File: src/rtl/sxc_pkg.sv
// ----------------------------------------------------------------------------
// sxc_pkg
// Shared widths, types and codes of the subarray XOR counter.
// ----------------------------------------------------------------------------
package sxc_pkg;

    // field widths of the stream words
    localparam int VALUE_W     = 10;
    localparam int TARGET_W    = 10;
    localparam int MATCH_W     = 17;
    localparam int TOTAL_W     = 32;
    localparam int IN_TDATA_W  = 16;
    localparam int OUT_TDATA_W = 56;
    localparam int OUT_PAD_W   = OUT_TDATA_W - MATCH_W - TOTAL_W;

    // table geometry
    localparam int VALUE_BITS  = 10;
    localparam int TABLE_DEPTH = 1 << VALUE_BITS;
    localparam int EXT_W       = (VALUE_BITS > VALUE_W) ? VALUE_BITS : VALUE_W;

    // per-entry counter and array tag
    localparam int COUNT_W = MATCH_W;
    localparam int EPOCH_W = 8;

    typedef logic [VALUE_BITS-1:0] t_idx;
    typedef logic [COUNT_W-1:0]    t_count;
    typedef logic [EPOCH_W-1:0]    t_epoch;
    typedef logic [TOTAL_W-1:0]    t_total;

    localparam t_count COUNT_MAX  = '1;
    localparam t_total TOTAL_MAX  = '1;
    localparam t_epoch EPOCH_MAX  = '1;
    localparam t_epoch EPOCH_IDLE = '0;
    localparam t_idx   TABLE_LAST = t_idx'(TABLE_DEPTH - 1);

    // one table entry: array tag and occurrence count
    typedef struct packed {
        t_epoch tag;
        t_count count;
    } t_entry;

    // table write request
    typedef struct packed {
        logic   en;
        t_idx   addr;
        t_entry data;
    } t_ram_wr;

    // clear sequencer states
    typedef enum logic {
        ST_CLEAR,
        ST_RUN
    } t_state;

    // element or target field to table index
    function automatic t_idx to_index(logic [VALUE_W-1:0] v);
        logic [EXT_W-1:0] ext;
        ext = EXT_W'(v);
        return ext[VALUE_BITS-1:0];
    endfunction

endpackage

File: src/rtl/sxc_scrub.sv
// ----------------------------------------------------------------------------
// sxc_scrub
// Clear pass over the table after reset and when the array tags run out.
// ----------------------------------------------------------------------------
module sxc_scrub (
    input  logic             i_clk,
    input  logic             i_rst_n,
    input  logic             i_start,
    output logic             o_busy,
    output sxc_pkg::t_ram_wr o_wr
);
    import sxc_pkg::*;

    t_state r_state;
    t_state n_state;
    t_idx   r_ptr;
    t_idx   n_ptr;

    // state and pointer registers
    always_ff @(posedge i_clk) begin
        if (!i_rst_n) begin
            r_state <= ST_CLEAR;
            r_ptr   <= '0;
        end else begin
            r_state <= n_state;
            r_ptr   <= n_ptr;
        end
    end

    // next state and write request
    always_comb begin
        n_state          = r_state;
        n_ptr            = r_ptr;
        o_busy           = 1'b0;
        o_wr.en          = 1'b0;
        o_wr.addr        = r_ptr;
        o_wr.data.tag    = EPOCH_IDLE;
        o_wr.data.count  = '0;
        unique case (r_state)
            ST_CLEAR: begin
                o_busy  = 1'b1;
                o_wr.en = 1'b1;
                n_ptr   = r_ptr + t_idx'(1);
                if (r_ptr == TABLE_LAST) begin
                    n_state = ST_RUN;
                end
            end
            ST_RUN: begin
                if (i_start) begin
                    n_state = ST_CLEAR;
                    n_ptr   = '0;
                end
            end
            default: begin
                n_state = ST_CLEAR;
                n_ptr   = '0;
            end
        endcase
    end

endmodule

File: config.mk
export PLATFORM = sky130hd
export DESIGN_NAME = sxc_scrub
export DESIGN_NICKNAME = d
export VERILOG_FILES = /design/src/rtl/sxc_pkg.sv /design/src/rtl/sxc_scrub.sv
export SDC_FILE = /design/constraint.sdc
export NUM_CORES = 1
export LEC_CHECK = 0
export BUFFER_PORTS_ARGS = -buffer_cell sky130_fd_sc_hd__buf_2
export CAP_MARGIN = 15
export CORE_MARGIN = 2
export CORE_UTILIZATION = 30
export DETAILED_ROUTE_END_ITERATION = 10
export GPL_TIMING_DRIVEN = 0
export PLACE_DENSITY = 0.63
export SLEW_MARGIN = 20
export SYNTH_ARGS = -nofsm -noshare
export SYNTH_HDL_FRONTEND = slang
export SYNTH_SLANG_ARGS = --single-unit
File: constraint.sdc
create_clock -name i_clk -period 2.5 [get_ports i_clk]
set_input_delay 0.75 -clock i_clk [delete_from_list [all_inputs] [get_ports i_clk]]
set_output_delay 0.75 -clock i_clk [all_outputs]
set_load 0.01 [all_outputs]
==> results of run 1 <==
path summary, 6_finish.rpt:
path                   end  cells after the start  slack (ns)
setup / recovery  o_wr[35]                      4        0.17
hold / removal    r_ptr[8]                      2        0.53
setup reg to reg  r_ptr[6]                      4        0.89
hold reg to reg   r_ptr[8]                      2        0.53
where the power goes:
part           internal, mW  total, mW  switching, mW
clock                0.0618      0.123         0.0614
combinational        0.0405     0.0819         0.0414
sequential            0.182      0.190        0.00802
area by class of cell:
cell class,count,area (um^2),area share
plain buffers,29,208,0.211
well taps,30,37.5,0.0381
clock buffers,4,26.3,0.0267
flip-flops and latches,11,220,0.224
repair buffers,14,70.1,0.0712
multi-input cells,77,415,0.422
inverters,2,7.51,0.00762
cells by family after synthesis:
logic type,Yosys count
flip-flops,11
adder cells (fa/ha/maj),1
AO/OA/AOI/OAI,20
AND/OR/NAND/NOR,31
buffers and inverters,31
other,1
state kept, by name, indices dropped and copies added (netlist names):
name and flops:
r_state 1, r_ptr 10
layer usage:
layer  up-vias  routed length [um]  track usage
met4         0                  30       0.0500
met5         -                   0            0
met2        32                 771        0.177
met3         4                 111       0.0164
li1        375                   -            -
met1       316                 699        0.149
stage by stage:
| step | setup slack, ns | hold WS (ns) | area [um^2] | total power [mW] | std cells |
|---|---|---|---|---|---|
| floorplan | 0.766 | 0.532 | 851 | 0.259 | 119 |
| global placement | 0.478 | 0.514 | 958 | 0.273 | 163 |
| detailed placement | 0.472 | 0.524 | 958 | 0.275 | 163 |
| CTS | 0.169 | 0.534 | 985 | 0.395 | 167 |
| global route | 0.0136 | 0.569 | 985 | 0.416 | 167 |
| finish | 0.174 | 0.535 | 985 | 0.395 | 167 |
placed cells by master (no fill, tap or decap), types with 3 or more instances in the layout:
| master | netlist | final |
|---|---|---|
| nand2_1 | 7 | 7 |
| a21oi_1 | 6 | 6 |
| nand3_1 | 3 | 3 |
| a31oi_1 | 4 | 4 |
| clkbuf_4 | 0 | 3 |
| buf_2 | 1 | 15 |
| buf_4 | 26 | 26 |
| clkbuf_1 | 2 | 3 |
| dfxtp_1 | 11 | 11 |
| nor2_1 | 4 | 4 |
| o21ai_0 | 3 | 3 |
| or4_1 | 5 | 5 |
| conb_1 | 1 | 25 |
worst max-delay path: cells and delay by family, from the launching register on:
family / cells / cell delay, ns
DFF: 1 / 0.43
buffers and inverters: 4 / 0.87
==> summary.md, run 1 <==
| Metric | Value |
|---|---|
| Status | `complete, no violations` |
| IO Port Bufs | `14` |
| Fillers | `266` |
| Area Growth Syn to Fin | `29.4%` |
| Ant. Diodes | `0` |
| Fin crit period | `2.33 ns` |
| Number of global-route vias before repair | `562` |
| Lkg Pwr | `0.478 nW` |
| Synth cell count leaders | `26 x buf_4, 11 x dfxtp_1, 7 x nand2_1, 6 x a21oi_1, 5 x or4_1` |
| Synth cell types | `30` |
| Critical path class | `reg2out` |
| Final slew viol count | `0` |
| Chip height | `54.4 um` |
| GR Util All Layers | `0.112` |
| RSZ-0062 raised after global routing | `false` |
| Die area | `2950 um^2` |
| Clk_skew | `0.00448 ns` |
| EDFF count, synth | `0` |
| ANT nets after route | `0` |
| Ys flop type | `dfxtp_1` |
| Yosys reg bits | `11` |
| Drt total wl | `1610 um` |
| First-pass GRT wire length | `2460 um` |
| Via-to-Cell Ratio | `4.35` |
| Max-cap check violation count | `0` |
| CTS Buf Count | `3` |
| Cell area after synthesis | `761 um^2` |
| Yosys top cell area share | `0.289` |
| CTS tree | `built` |
| Post-Synth Adder-Cell Area | `0.0164` |
| Crit path from | `r_state` |
| Congestion Overflow GR | `0` |
| Worst-path clk slew | `0.07 ns` |
| CP cell instances | `clkbuf_1 -> inv_1 -> buf_4 -> buf_2` |
| DR DRC count | `0` |
| Wire per inst | `9.66 um` |
| Hold_sp | `r_ptr[8]` |
| FP Rows | `18` |
| Setup_tns | `0 ns` |
| Peak VDD IR | `0.000222 V` |
| Sequential-to-total area share from yosys stat | `0.289` |
| RD Place Congestion | `0.832` |
| Power Dens Cells | `401 nW/um^2` |
| # IOs | `40` |
| Fin crit share | `0.931` |
| Leading area contributor after synthesis | `dfxtp_1` |
| Fraction of layout cells with a size suffix above 1 | `0.328` |
| CORE AREA | `2430 um^2` |
| CTS Hold Bufs | `0` |
| H-tree depth | `1` |
| Worst skew pair latency | `0.27 ns` |
| Post-layout util | `0.405` |
| Chip width | `54.4 um` |
| FF-to-FF Start | `r_ptr[0]` |
| Main combinational cell family by area after synthesis | `buffers and inverters` |
| Simple-gate portion of the synthesized area | `0.238` |
| Compound-Gate Fraction of Synth Area | `0.168` |
| Initial antenna violation count | `0` |
| Root buf cell | `clkbuf_4` |
| Initial core utilization | `0.313` |
| Post-CTS Setup Inserts | `0` |
| F_max | `430 MHz` |
| Pre-antenna DRT Iters | `4` |
| DR iter-0 viols | `18` |
| Critical path data required time | `1.75 ns` |
| CP max stage delay | `0.43 ns` |
| Setup Viol. Count Final | `0` |
| Mapped Avg Cell Area | `8.01 um^2` |
| Most frequent cell after synthesis | `buf_4` |
| Largest net degree at the start of global routing | `11` |
| Startpoint types | `flop` |
| Worst path slowest cell | `dfxtp_1` |
| Worst Setup End Kind | `output pin` |
| Synth Area in XOR/XNOR | `0` |
| Top cells by area, synth | `dfxtp_1 29%, buf_4 26%, or4_1 4.9%` |
| Clock Tree Buf Depth | `2` |
| Fin. Hold Viols | `0` |
| WP data arrival | `1.58 ns` |
| Post-CTS resize count | `0` |
| Warnings from Yosys | `0` |
| FFs w/ async S/R, synth | `0` |
| Critical path peak fanout | `10` |
| Nets | `142` |
| Cells after Synth | `95` |
| Via count | `727` |
| Type of the worst min-delay path | `reg2reg` |
| Clock sinks | `11` |
| Mux cell area share after synthesis | `0` |
No activity file was read; power rests on OpenSTA's default activity.
==> run 2, diff against run 1 <==
ABC_AREA = 1   (was unset)
==> run 2 against run 1 <==
- combinational power down 19%
- wire length decreased by 6.3%
- cell count up 10%
- design area rose by 2.0%
- critical path depth stayed put
- sequential share of layout area down 0.45 points
- global-route usage is 0.75 points lower
- synthesized cell count is 19% higher
- sequential cell count unchanged
- count of clock-buffer cells in the layout stayed put
==> summary.md, run 2 <==
| Metric | Value |
|---|---|
| IO Port Bufs | `13` |
| Final slew viol count | `0` |
| Clock Tree Buf Depth | `2` |
| Post-layout util | `0.406` |
| Worst Path Buf+Inv | `4` |
| CP max stage delay | `0.33 ns` |
| Dpl hpwl | `1260 um` |
| Lkg Pwr | `0.535 nW` |
| Worst-path clk slew | `0.07 ns` |
| Post-CTS Setup Inserts | `0` |
| Critical path data required time | `1.75 ns` |
| Warnings from Yosys | `0` |
| NetSw | `0.0986 mW` |
| GR Util All Layers | `0.104` |
| Type of the worst min-delay path | `reg2reg` |
| Die area | `3040 um^2` |
| DR iter-0 viols | `16` |
| Fin crit period | `1.91 ns` |
| Top cell by count, worst path | `buf_2` |
| RD Place Congestion | `0.759` |
| Yosys top cell area share | `0.280` |
| CORE AREA | `2480 um^2` |
| Drt total wl | `1510 um` |
| Power Dens Cells | `371 nW/um^2` |
| Critical path depth | `4` |
| Worst skew pair latency | `0.26 ns` |
| Mapped Avg Cell Area | `6.95 um^2` |
| FP Rows | `18` |
| Largest Register | `r_ptr` |
| FF-to-FF Start | `r_ptr[0]` |
| Via count | `719` |
| Ant. Diodes | `0` |
| Crit path to | `o_wr[35]` |
| CP cell instances | `inv_2 -> buf_2 -> buf_4 -> buf_2` |
| FFs w/ async S/R, synth | `0` |
| Synth cell types | `21` |
| RSZ-0062 raised after global routing | `false` |
| Most common cell after layout, fill and taps aside | `buf_4` |
| Startpoint types | `flop` |
| ANT nets after route | `0` |
| Status | `complete, no violations` |
| Hold Slack | `0.510 ns` |
| F_max | `523 MHz` |
| Setup_tns | `0 ns` |
| Yosys reg bits | `11` |
| Critical path class | `reg2out` |
| Sw frac | `0.264` |
| Cell area after synthesis | `786 um^2` |
| Delay-heaviest family, CP | `buffers and inverters` |
| Clock sinks | `11` |
| Commonest non-fill, non-tap cells in the layout | `26 x buf_4, 25 x conb_1, 23 x nand2_1` |
| Peak VDD IR | `0.000254 V` |
| Top cells by area, synth | `dfxtp_1 28%, buf_4 25%, nand2_1 11%` |
| Number of global-route vias before repair | `541` |
| CTS tree | `built` |
| Post-CTS resize count | `0` |
| H-tree depth | `1` |
| Chip width | `55.2 um` |
| Via-to-Cell Ratio | `3.91` |
| Synth cell count leaders | `26 x buf_4, 23 x nand2_1, 11 x dfxtp_1, 10 x a21oi_1, 9 x nor2_1` |
| Chip height | `55.2 um` |
| Worst Setup End Kind | `output pin` |
| Mux cell area share after synthesis | `0` |
| Gate power share | `0.178` |
| Max-cap check violation count | `0` |
| Sequential power share | `0.495` |
| Leading area contributor after synthesis | `dfxtp_1` |
| Largest regs | `r_ptr (10), r_state (1)` |
| Ys flop type | `dfxtp_1` |
| First-pass GRT wire length | `2310 um` |
| DR DRC count | `0` |
| Pre-antenna DRT Iters | `4` |
| EDFF count, synth | `0` |
| Nets | `159` |
| WP data arrival | `1.16 ns` |
| Initial core utilization | `0.317` |
| Largest register FFs | `10` |
| Compound-Gate Fraction of Synth Area | `0.0924` |
| Congestion Overflow GR | `0` |
| Dpl cells | `180` |
| Post-Synth Adder-Cell Area | `0.0159` |
| Setup slack after layout | `0.587 ns` |
| Largest net degree at the start of global routing | `12` |
| Clk pwr share | `0.326` |
| Non-filler cells, final | `184` |
| # IOs | `40` |
| Setup Viol. Count Final | `0` |
| Cells after Synth | `113` |
| Fraction of layout cells with a size suffix above 1 | `0.364` |
| Area Growth Syn to Fin | `27.9%` |
| Sequential-to-total area share from yosys stat | `0.280` |
| Worst path slowest cell | `dfxtp_1` |
| Fin crit share | `0.765` |
| Wire per inst | `8.22 um` |
| Place WS | `0.877 ns` |
| CTS Hold Bufs | `0` |
| Crit path from | `r_state` |
| Critical path peak fanout | `11` |
| CTS Buf Count | `3` |
| Root buf cell | `clkbuf_4` |
| FF-to-FF path depth | `6` |
| Cell Int Power | `0.274 mW` |
| Simple-gate portion of the synthesized area | `0.304` |
| Reg2Reg Setup Slack | `1.21 ns` |
| R2r endpoint | `r_ptr[6]` |
| Synth Area in XOR/XNOR | `0` |
| Fin. Hold Viols | `0` |
| Clk_skew | `0.000714 ns` |
| Initial antenna violation count | `0` |
| Most frequent cell after synthesis | `buf_4` |
| Main combinational cell family by area after synthesis | `simple AND/OR/NAND/NOR gates` |
## run 2: worst min path at each step
stage	cells after the start	to	slack [ns]	startpoint
CTS	2	r_ptr[1]	0.51	r_ptr[1]
global placement	2	r_ptr[7]	0.49	r_ptr[7]
floorplan	2	r_ptr[7]	0.52	r_ptr[7]
finish	2	r_ptr[1]	0.51	r_ptr[1]
global route	2	r_ptr[7]	0.55	r_ptr[7]
detailed placement	2	r_ptr[7]	0.50	r_ptr[7]
## run 2: kinds of logic after synthesis
family                   Yosys count
other                              1
AO/OA/AOI/OAI                     14
buffers and inverters             37
flip-flops                        11
adder cells (fa/ha/maj)            1
AND/OR/NAND/NOR                   49
## run 2: power by group through the flow
stage	Sequential [mW]	Clock, mW	Combinational [mW]
3_3_place_gp	0.188	0	0.0646
4_1_cts	0.185	0.125	0.0655
5_1_grt	0.185	0.135	0.0753
2_1_floorplan	0.190	0	0.0555
3_5_place_dp	0.189	0	0.0654
6_report	0.185	0.122	0.0665
## run 2: final cells by class
| cell class | instances | area [um^2] |
|---|---|---|
| Fill cell | 269 | 1470 |
| Multi-Input combinational cell | 89 | 418 |
| Sequential cell | 11 | 220 |
| Buffer | 28 | 204 |
| Timing Repair Buffer | 13 | 65.1 |
| Tap cell | 30 | 37.5 |
| Inverter | 9 | 33.8 |
| Clock buffer | 4 | 26.3 |
## run 2: through the flow
step / power [mW] / area [um^2]
final: 0.373 / 1000
after global routing: 0.396 / 1000
after CTS: 0.375 / 1000
after detailed placement: 0.254 / 978
after global placement: 0.253 / 978
after floorplan: 0.246 / 876
## run 2: worst min-delay path, cell delays in order (launching register included)
cell and delay [ns]:
dfxtp_1 0.34, nand2_1 0.07, a21oi_1 0.05
## run 2: per-layer routing
metal  GRT usage  share of wire  vias up
li1            -              -      389
met4      0.0244         0.0066        0
met2       0.175           0.48       24
met5           0              0        -
met3      0.0269          0.071        2
met1       0.133           0.45      304
==> run 3, diff against run 2 <==
ABC_AREA = 0   (was 1)
PLACE_DENSITY = 0.65   (was 0.63)
clock period = 1.6 ns   (was 2.5 ns; I/O delays follow)
==> run 3 against run 2 <==
- sequential power rose by 60%
- largest power group unchanged
- worst hold slack got worse by 0.056 ns
- largest cell class unchanged
- design area rose by 2.6%
- highest routed layer unchanged
- critical path depth fell by 1
==> summary.md, run 3 (same netlist as run 1, synthesis figures left out) <==
| Metric | Value |
|---|---|
| Tot Pwr | `0.629 mW` |
| Clock Tree Buf Depth | `2` |
| Pre-antenna DRT Iters | `4` |
| Fraction of layout cells with a size suffix above 1 | `0.374` |
| CTS Buf Count | `3` |
| Congestion Overflow GR | `0` |
| Max-cap check violation count | `0` |
| Fin crit share | `0.958` |
| Setup slack after layout | `0.0680 ns` |
| Ant. Diodes | `0` |
| FP Rows | `18` |
| Power Dens Cells | `610 nW/um^2` |
| Largest register FFs | `10` |
| Number of global-route vias before repair | `650` |
| # IOs | `40` |
| Worst Setup End Kind | `output pin` |
| Fin crit period | `1.53 ns` |
| Worst path slowest cell | `dfxtp_4` |
| DR DRC count | `0` |
| Post-layout util | `0.424` |
| CORE AREA | `2430 um^2` |
| Final slew viol count | `0` |
| DR iter-0 viols | `16` |
| CTS tree | `built` |
| Peak VDD IR | `0.000306 V` |
| Clock sinks | `11` |
| ANT nets after route | `0` |
| F_max | `653 MHz` |
| WP data arrival | `1.05 ns` |
| Drt total wl | `1710 um` |
| Dpl cells | `163` |
| Lkg Pwr | `0.495 nW` |
| Clk_skew | `0.000777 ns` |
| Setup Viol. Count Final | `0` |
| Sequential cell area | `225 um^2` |
| Worst Path Buf+Inv | `3` |
| Largest Register | `r_ptr` |
| Fin. Hold Viols | `0` |
| CP max stage delay | `0.35 ns` |
| Delay-heaviest family, CP | `buffers and inverters` |
| Fillers | `254` |
| IO Port Bufs | `14` |
| Chip height | `54.4 um` |
| Chip width | `54.4 um` |
| Critical path class | `reg2out` |
| Worst skew pair latency | `0.28 ns` |
| GR Util All Layers | `0.128` |
| Worst-path clk slew | `0.07 ns` |
| Initial antenna violation count | `0` |
| Startpoint types | `flop` |
| CP cell instances | `clkbuf_8 -> clkinvlp_4 -> buf_2` |
| Critical path data required time | `1.12 ns` |
| Place WS | `-0.146 ns` |
| Nets | `144` |
| Critical path peak fanout | `6` |
| Largest net degree at the start of global routing | `10` |
| Status | `complete, no violations` |
| Root buf cell | `clkbuf_4` |
| Design area | `1030 um^2` |
| Hold Slack | `0.454 ns` |
| Largest regs | `r_ptr (10), r_state (1)` |
| Setup_tns | `0 ns` |
| H-tree depth | `1` |
| Dpl hpwl | `1220 um` |
| Type of the worst min-delay path | `in2reg` |
| Most common cell after layout, fill and taps aside | `buf_4` |
| Via count | `775` |
| Non-filler cells, final | `169` |
| Initial core utilization | `0.313` |
| Multi-input logic area | `428 um^2` |
| Area Growth Syn to Fin | `35.5%` |
| RD Place Congestion | `0.760` |
| First-pass GRT wire length | `2670 um` |
| DP Area | `958 um^2` |
| Wire per inst | `10.1 um` |
| Via-to-Cell Ratio | `4.59` |
| Commonest non-fill, non-tap cells in the layout | `28 x buf_4, 25 x conb_1, 15 x buf_2` |
| RSZ-0062 raised after global routing | `false` |
| Die area | `2950 um^2` |
## run 3: layer usage
layer / GRT usage / up-vias / share of wire
met2: 0.213 / 47 / 0.48
li1: - / 379 / -
met5: 0 / - / 0
met4: 0.100 / 0 / 0.023
met3: 0.0328 / 8 / 0.11
met1: 0.137 / 341 / 0.38
## run 3: worst reg2reg max path: stages, from the launching register on
cell and delay [ns]:
dfxtp_1 0.33, buf_2 0.20, nand3_1 0.23, or4_1 0.47
a31oi_1 0.20
## run 3: worst paths after layout
check,slack [ns],end,cells past startpoint,startpoint
hold / removal,0.45,r_state,2,i_rst_n
setup reg to reg,0.10,r_ptr[7],4,r_ptr[2]
hold reg to reg,0.53,r_ptr[6],2,r_ptr[6]
setup / recovery,0.07,o_wr[35],3,r_state
## run 3: where the power goes
group          leakage [nW]  switching, mW  internal, mW
combinational         0.389         0.0654        0.0658
sequential           0.0904         0.0132         0.283
clock                0.0150          0.105        0.0967
total                 0.495          0.183         0.445
## run 3: repair_timing
action	in CTS	in global routing
hold buffers	0	0
buffers inserted	3	0
endpoints found under the setup margin	2	2
resized for setup	6	3
## run 3: final cells by class
| type | count | share of cell area |
|---|---|---|
| tap | 30 | 0.0364 |
| buffer | 28 | 0.204 |
| clock buffer | 4 | 0.0255 |
| sequential | 11 | 0.218 |
| inverter | 2 | 0.0109 |
| timing repair buffer | 17 | 0.0898 |
| multi-input combinational | 77 | 0.415 |
